[src/hw/rtl/pkm_pkg.sv]
package pkm_pkg;

	localparam int CAPACITY = 1024;
	localparam int IDX_W = $clog2(CAPACITY);
	localparam int CNT_W = $clog2(CAPACITY + 1);
	localparam int KEY_W = 64;
	localparam int VAL_W = 64;
	localparam int ENTRY_W = 11;

	// Only the product bits that reach the slot index after the final xor-shift are kept.
	localparam int PROD_W = IDX_W + 13;
	localparam logic [31:0] HASH_MUL = 32'h85eb_ca6b;

	// An insert is refused once four times the count reaches three times the capacity.
	localparam logic [CNT_W-1:0] FULL_COUNT = CNT_W'(3 * CAPACITY / 4);
	localparam logic [IDX_W-1:0] LAST_SLOT = IDX_W'(CAPACITY - 1);

	typedef enum logic [1:0] {
		OP_LOOKUP = 2'd0,
		OP_UPSERT = 2'd1,
		OP_CLEAR  = 2'd2,
		OP_NOP    = 2'd3
	} op_t;

	typedef enum logic [1:0] {
		ST_OK       = 2'd0,
		ST_FULL     = 2'd1,
		ST_ZERO_KEY = 2'd2
	} status_t;

	typedef enum logic [2:0] {
		S_SWEEP,
		S_IDLE,
		S_ADDR,
		S_PROBE,
		S_VALUE,
		S_RESP
	} state_t;

endpackage

[src/hw/rtl/pkm_hash.sv]
module pkm_hash (
	input  logic                        clk,
	input  logic                        load,
	input  logic [pkm_pkg::KEY_W-1:0]   key,
	output logic [pkm_pkg::IDX_W-1:0]   idx
);

	localparam int PW = pkm_pkg::PROD_W;

	logic [PW-1:0]    mix;
	logic [PW+31:0]   prod_full;
	logic [PW-1:0]    prod_q;

	// Low product bits depend only on low operand bits, so a narrow multiply suffices.
	assign mix = key[PW-1:0] ^ key[PW+15:16];
	assign prod_full = {32'b0, mix} * {{PW{1'b0}}, pkm_pkg::HASH_MUL};

	always_ff @(posedge clk) begin
		if (load) begin
			prod_q <= prod_full[PW-1:0];
		end
	end

	assign idx = prod_q[pkm_pkg::IDX_W-1:0] ^ prod_q[pkm_pkg::IDX_W+12:13];

endmodule

[config.mk]
export PLATFORM = sky130hd
export DESIGN_NAME = pkm_hash
export DESIGN_NICKNAME = d
export VERILOG_FILES = /design/src/hw/rtl/pkm_pkg.sv /design/src/hw/rtl/pkm_hash.sv
export SDC_FILE = /design/constraint.sdc
export NUM_CORES = 1
export LEC_CHECK = 0
export BUFFER_PORTS_ARGS = -buffer_cell sky130_fd_sc_hd__buf_2
export CORE_MARGIN = 4
export CORE_UTILIZATION = 45
export CTS_BUF_LIST = sky130_fd_sc_hd__clkbuf_4 sky130_fd_sc_hd__clkbuf_8
export CTS_CLUSTER_SIZE = 25
export DETAILED_ROUTE_END_ITERATION = 10
export PLACE_DENSITY_LB_ADDON = 0.25
export SYNTH_ARGS = -nofsm -noshare
export SYNTH_HDL_FRONTEND = slang
export SYNTH_SLANG_ARGS = --single-unit
[constraint.sdc]
create_clock -name clk -period 8.2 [get_ports clk]
set_clock_uncertainty 0.05 [all_clocks]
set_input_delay 1.64 -clock clk [delete_from_list [all_inputs] [get_ports clk]]
set_output_delay 1.64 -clock clk [all_outputs]
set_load 0.01 [all_outputs]
; ---- Yosys cells after proc, flatten, opt, wreduce, memory -nomap -nowiden
; Cells that the tools add are included.
[totals]
register_bits = 23
inputBits = 66
output_inout_bits = 10
word_cells = 4
[classes]
n_mul = 1
bitwise = 2
[ops]
columns = op, n
row1 = "23-bit by 32-bit multiplier with 23-bit output, second input constant", 1
row2 = 23-bit XOR, 1
row3 = 10-bit XOR, 1

; ---- Logic depth before layout (Yosys ltp)
; Gate-level depths: netlist of run 1.
[logic_depth]
word_depth = 2
depth_mapped = 23
mapped_depth_nobuf = 22

; ---- Worst setup path after synthesis of run 1
; Ideal clock, no wire load.
[synth_timing]
path_kind = input-to-reg
startpoint = input key[19] in the netlist's numbering
endpoint = register prod_q[22], data pin
setup_time_ps = 258
arrival_ps = 6943
t_required_ps = 7892
setup_slack_ps = 950
path_stages = 21
path_buffers = 1
cell_sequence = xor2_1 -> inv_1 -> fa_1 -> inv_1 -> fa_1 -> inv_1 -> fa_1 -> fa_1 -> fa_1 -> fa_1 -> inv_1 -> fa_1 -> inv_1 -> ha_1 -> clkbuf_1 -> nand2_1 -> nand2_1 -> a211oi_1 -> o2bb2ai_1 -> a21o_1 -> xnor2_1
[synth_between]
elab_chain_cells = 2
[synth_lines]
columns = element, line
row1 = start: declaration, pkm_hash.sv:4  ; input logic [pkm_pkg::KEY_W-1:0] key,
row2 = 23-bit XOR, pkm_hash.sv:15  ; assign mix = key[PW-1:0] ^ key[PW+15:16];
row3 = 23-bit by 32-bit multiplier with 23-bit output, pkm_hash.sv:16  ; assign prod_full = {32'b0, mix} * {{PW{1'b0}}, pkm_pkg::HASH_MUL};
row4 = named net prod_full[22], pkm_hash.sv:11  ; logic [PW+31:0] prod_full;
row5 = end signal: assignment, pkm_hash.sv:20  ; prod_q <= prod_full[PW-1:0];
row6 = end: declaration, pkm_hash.sv:12  ; logic [PW-1:0] prod_q;
; The timed path passes the listed nets, and every way through them passes these cells.
; A chain may end at the register's enable or synchronous reset.

; ---- Final worst setup path of run 1
[layout_timing]
startpoint = input key[20] in the netlist's numbering
endpoint = register prod_q[22], data pin
; Same word-level chain as after synthesis.

==> key figures, run 1 <==
Clock network
  • Reg clk slew, reported paths: roughly 0.07 ns
  • CTS Buf Count: 3
  • CTS resizes: 0
  • H-tree depth: 1
  • Clock Tree Buf Depth: 2
  • Root buf cell: clkbuf_8
  • CTS sink count: 20
  • CTS Hold Bufs: 0
  • Post-CTS Setup Repair Bufs: 0
  • TritonCTS clock tree: built

Synthesis
  • Unique masters post-synth: 36
  • Mapped Cells: 571
  • Async set-reset flop share out of synthesis: 0%
  • Main synth FF type: edfxtp_1
  • Top cell type's share of synthesized area: 30.51%
  • Yosys warns: 0
  • Synth Register Bits: 20
  • Register area share after synthesis: a little over a tenth
  • Post-Syn Area: around 0.0058 mm²
  • Avg Cell Area, Syn: 10.11 µm²
  • Top cells by area, synth: fa_1 (31%), ha_1 (27%), inv_1 (12%), edfxtp_1 (10%), xor2_1 (6.4%)
  • Synth area leader: fa_1
  • Number of enable flip-flop cells after synthesis: 20
  • Net count after synthesis: 850

Worst setup path
  • Worst setup path startpoint: key[20]
  • Delay-heaviest family, CP: adder cells
  • Crit path buf inv count: 6
  • CP Launch Type: primary input
  • Worst EP arrival: 7.24 ns
  • Slowest cell on crit path: fa_1
  • Most frequent CP cell: fa_1
  • CP cell instances: buf_2 > xor2_1 > inv_1 > fa_1 > inv_1 > fa_1 > inv_1 > fa_1 > fa_1 > fa_1 > fa_1 > inv_1 > fa_1 > inv_1 > ha_1 > nand2_1 > nand2_1 > a211oi_1 > o2bb2ai_1 > a21o_1 > xnor2_1
  • Crit end category: flip-flop
  • Critical Path RT: 8.12 ns
  • Crit path largest cell delay: 0.59 ns
  • CP max FO: 9
  • Crit Path Class: in -> reg

Placement
  • DP Cell Count: 799
  • Pre-CTS WS: about 0.54 ns
  • Gp weighted congestion: 0.8614
  • Dpl hpwl: 10.31 mm
  • Port buffer count: 50

Route
  • Wire length per cell: 13.61 µm
  • TritonRoute pass-1 iters: 4
  • Routed WL: around 11 mm
  • DRT antenna net count: 0
  • Via Count: between 3000 and 4000
  • Via density: roughly 4.6
  • # DRC: 0
  • Iter 0 DRT Violations: 125

Finish
  • Area Overhead vs Synth: 9.686%
  • Biggest register: prod_q
  • Fin nets: 911
  • Layout Cells excl Fill: 803
  • Finished Core Util: 50.39%
  • Number of flip-flops in the largest register: 20
  • Antenna cells: 0
  • Biggest registers after layout: prod_q (20)
  • Layout cell share with drive strength beyond 1: 10.14%

GRT
  • M3 GR Usage: 0.7925%
  • Grt met1 use: 21.54%
  • Gr usage total: 15.93%
  • Met2 Track Usage GR: approximately 28%
  • Number of global-route vias before repair: between 3000 and 4000
  • Overflow after GRT: 0
  • First-pass GRT wire length: between 15 and 20 mm
  • Initial antenna violation count: 0
  • Largest net degree at the start of global routing: 21
  • Most used routing layer: met2

STA
  • Fin. Hold Viols: 0
  • # setup viols final: 0
  • Final worst-path cycle share: 89.21%
  • Min Clock Period, post-route: 7.315 ns
  • Slew @ Worst Pin: 0.6775 ns
  • Maximum clock rate: 136.7 MHz
  • RSZ-0062 raised after global routing: no
  • Fin. max-slew vios: 0
  • Setup Total Neg Slack: 0 ns
  • Final worst slack: between 0.8 and 0.9 ns
  • Slew HR: between 50% and 60%

Floorplanning
  • Initial Util: 45.94%
  • FP Rows: 41
  • Die width: 121.3 µm
  • Core footprint: 0.01257 mm²
  • Chip Height: 121.3 µm
  • Die area: 0.01471 mm²
  • I/O pins: 76

Flow run
  • Max-cap violations: 0

Min path
  • Hold path startpoint: load
  • HP Class: in -> reg

Outcome
  • Status: complete, no violations
layer usage:
layer,up-vias,wire length (µm)
met5,-,0
met4,0,236
met3,18,243
met2,58,5430
met1,1761,5015
li1,1878,-
layout make-up:
type                       count  area (µm²)
inverter                     179       671.9
sequential                    20       600.6
fill                        1186        6235
multi-input combinational    371        4498
timing repair buffer          57       302.8
clock inverter                 1       3.754
tap                          172       215.2
clock buffer                   3       41.29
path summary, 6_finish.rpt:
| check | slack (ns) | cells after the start | endpoint |
|---|---|---|---|
| max | 0.88 | 21 | prod_q[22]$_DFFE_PP_ |
| min | 1.80 | 1 | prod_q[20]$_DFFE_PP_ |
Yosys cell counts, types with 2 or more instances:
| master | count |
|---|---|
| a211oi_1 | 2 |
| a21o_1 | 6 |
| a21oi_1 | 10 |
| a22oi_1 | 2 |
| and2_1 | 2 |
| edfxtp_1 | 20 |
| fa_1 | 88 |
| ha_1 | 125 |
| inv_1 | 179 |
| nand2_1 | 9 |
| nand2b_1 | 2 |
| nand3_1 | 3 |
| nor2_1 | 14 |
| nor2b_1 | 4 |
| nor3b_1 | 2 |
| o211ai_1 | 4 |
| o21a_1 | 2 |
| o21ai_0 | 6 |
| o21ai_1 | 2 |
| o31ai_1 | 3 |
| xnor2_1 | 30 |
| xor2_1 | 42 |
layout by cell type (no fill, tap or decap), types with 4 or more instances in the layout:
cell type,synthesis,routed
o211ai_1,4,4
nor2b_1,4,4
xnor2_1,30,30
inv_1,179,179
fa_1,88,88
buf_4,0,7
o21ai_0,6,6
nand2_1,9,9
xor2_1,42,42
nor2_1,14,14
ha_1,125,125
a21o_1,6,6
a21oi_1,10,10
edfxtp_1,20,20
buf_2,0,50
cell families (layout without fill, tap and decap cells):
group                    count (synthesis)  in the layout  share of synthesized area (%)
adder cells (fa/ha/maj)                213            213                          57.59
buffers and inverters                  180            240                          11.70
XOR/XNOR                                74             74                          11.79
AND/OR/NAND/NOR                         42             42                          3.684
AO/OA/AOI/OAI                           41             41                          4.659
flip-flops                              20             20                          10.40
multiplexers                             1              1                         0.1734
through the flow:
stage | hold slack [ns] | instance area [µm²]
floorplan | 1.703 | 5774
detailed placement | 2.069 | 6289
global route | 1.810 | 6334
finish | 1.801 | 6334
CTS | 1.807 | 6334
global placement | 2.060 | 6289
Power of run 1 is left out: the tool's default activity adds up to more than one toggle a clock period on the data nets, which glitch-free logic cannot reach.
==> run 2, diff against run 1 <==
==> constraint.sdc (replaced) <==
create_clock -name clk -period 7.65 [get_ports clk]
set_clock_uncertainty 0.05 [all_clocks]
set_input_delay 1.53 -clock clk [delete_from_list [all_inputs] [get_ports clk]]
set_output_delay 1.53 -clock clk [all_outputs]
set_load 0.01 [all_outputs]
==> key figures, run 2 (synthesis results as in run 1) <==
Finish
  • Layout cell share with drive strength beyond 1: 11.01% (+0.86 points)
  • Sequential cell area: 600.6 µm² (unchanged)
  • Biggest registers after layout: prod_q (20)
  • Fin nets: 916 (+0.55%)
  • Fill cells: 1182 (-0.34%)
  • Final Instance Area: 0.006397 mm² (+1.0%)
  • Area Overhead vs Synth: 10.79%
  • Antenna cells: 0 (unchanged)
  • Number of flip-flops in the largest register: 20 (unchanged)
  • Most common cell after layout, fill and taps aside: inv_1
  • Multi-input gate area: 0.004498 mm² (unchanged)
  • Biggest register: prod_q
  • Most frequent cells in the layout: inv_1 (179), ha_1 (125), fa_1 (88)

Worst setup path
  • Delay-heaviest family, CP: adder cells
  • Worst EP arrival: 6.99 ns (-0.25 ns)
  • Crit path largest cell delay: 0.60 ns (about the same)
  • CP max FO: 6 (-3)
  • Crit path buf inv count: 6 (unchanged)
  • Most frequent CP cell: fa_1
  • CP cell instances: buf_2 > xor2_1 > inv_1 > fa_1 > inv_1 > fa_1 > inv_1 > fa_1 > fa_1 > fa_1 > fa_1 > inv_1 > fa_1 > inv_1 > ha_1 > a21o_1 > nand2_1 > nand2_1 > a21o_1 > a21oi_1 > xnor2_1
  • Critical Path RT: 7.59 ns (-0.53 ns)
  • CP Launch Type: primary input
  • Crit end category: flip-flop
  • Slowest cell on crit path: fa_1
  • Crit Path Class: in -> reg

STA
  • RSZ-0062 raised after global routing: no
  • Final hold slack: 1.681 ns (-0.1195 ns)
  • Setup Total Neg Slack: 0 ns (unchanged)
  • Maximum clock rate: between 100 and 150 MHz
  • # setup viols final: 0 (unchanged)
  • Min Clock Period, post-route: 7.045 ns
  • Fin. max-slew vios: 0 (unchanged)
  • Slew @ Worst Pin: 0.4693 ns (-0.2082 ns)
  • Slew HR: 68.45% (+14 points)
  • Final worst-path cycle share: between 90 and 100%
  • Fin. Hold Viols: 0 (unchanged)

Clock network
  • Reg clk slew, reported paths: 0.07 ns (about the same)
  • Post-CTS Setup Repair Bufs: 0 (unchanged)
  • H-tree depth: 1 (unchanged)
  • CTS Buf Count: 3 (unchanged)
  • CTS Hold Bufs: 0 (unchanged)
  • Root buf cell: clkbuf_8
  • TritonCTS clock tree: built
  • CTS sink count: 20 (unchanged)
  • CTS resizes: 0 (unchanged)
  • Clock Tree Buf Depth: 2 (unchanged)

Floorplanning
  • Die width: 121.3 µm (unchanged)
  • Initial Util: 45.94% (unchanged)
  • Core footprint: 0.01257 mm² (unchanged)
  • I/O pins: 76 (unchanged)
  • Die area: 0.01471 mm² (unchanged)
  • Chip Height: 121.3 µm (unchanged)
  • FP Rows: 41 (unchanged)

Flow run
  • Max-cap violations: 0 (unchanged)

Placement
  • Placed Area: 0.006326 mm² (+0.60%)
  • Port buffer count: 50 (unchanged)
  • Gp weighted congestion: 0.8727 (+1.3%)
  • Dpl hpwl: 10.60 mm (+2.8%)

Route
  • Via Count: 3752 (+1.0%)
  • # DRC: 0 (unchanged)
  • Via density: 4.644 (+0.37%)
  • Routed WL: 11.27 mm (+3.2%)
  • Wire length per cell: 13.95 µm (+2.5%)
  • TritonRoute pass-1 iters: 6 (+2)
  • DRT antenna net count: 0 (unchanged)
  • Iter 0 DRT Violations: 99 (-21%)

GRT
  • Largest net degree at the start of global routing: 21 (unchanged)
  • Number of global-route vias before repair: 4158 (+5.4%)
  • Gr usage total: 16.46% (+0.53 points)
  • First-pass GRT wire length: 19.23 mm (+3.4%)
  • Overflow after GRT: 0 (unchanged)
  • Initial antenna violation count: 0 (unchanged)

Min path
  • HP Class: in -> reg

Outcome
  • Status: complete, no violations
run 2: cell count changes in the layout (fill, tap and decap cells not counted):
cell | before | now
bufinv_16 | 0 | 1
clkinv_1 | 1 | 0
buf_4 | 7 | 12
run 2: per-stage QoR:
stage	utilization [%]	instances	setup WS, ns
after global placement	50.33	804	0.2680
after floorplan	-	571	0.5099
after detailed placement	50.33	804	0.2889
after global routing	50.90	808	0.2498
final	50.90	808	0.6054
after CTS	50.90	808	0.5552
run 2: path summary, 6_finish.rpt:
path	from	endpoint	slack (ns)	cells after the start
setup / recovery	key[20]	prod_q[21]$_DFFE_PP_	0.61	21
hold / removal	load	prod_q[20]$_DFFE_PP_	1.68	1
run 2: layout make-up:
type	count	area share, %
multi-input combinational	371	70.31
sequential	20	9.388
inverter	179	10.50
timing repair buffer	62	5.320
clock inverter	1	0.4694
tap	172	3.364
clock buffer	3	0.6454
run 2: per-layer routing:
layer  wire [µm]  up-vias  track usage [%]
met4         135        0            3.011
li1            -     1882                -
met5           0        -                0
met1        5186     1803            21.93
met3         242       10           0.8392
met2        5709       57            30.01
Power of run 2 is left out for the same reason.
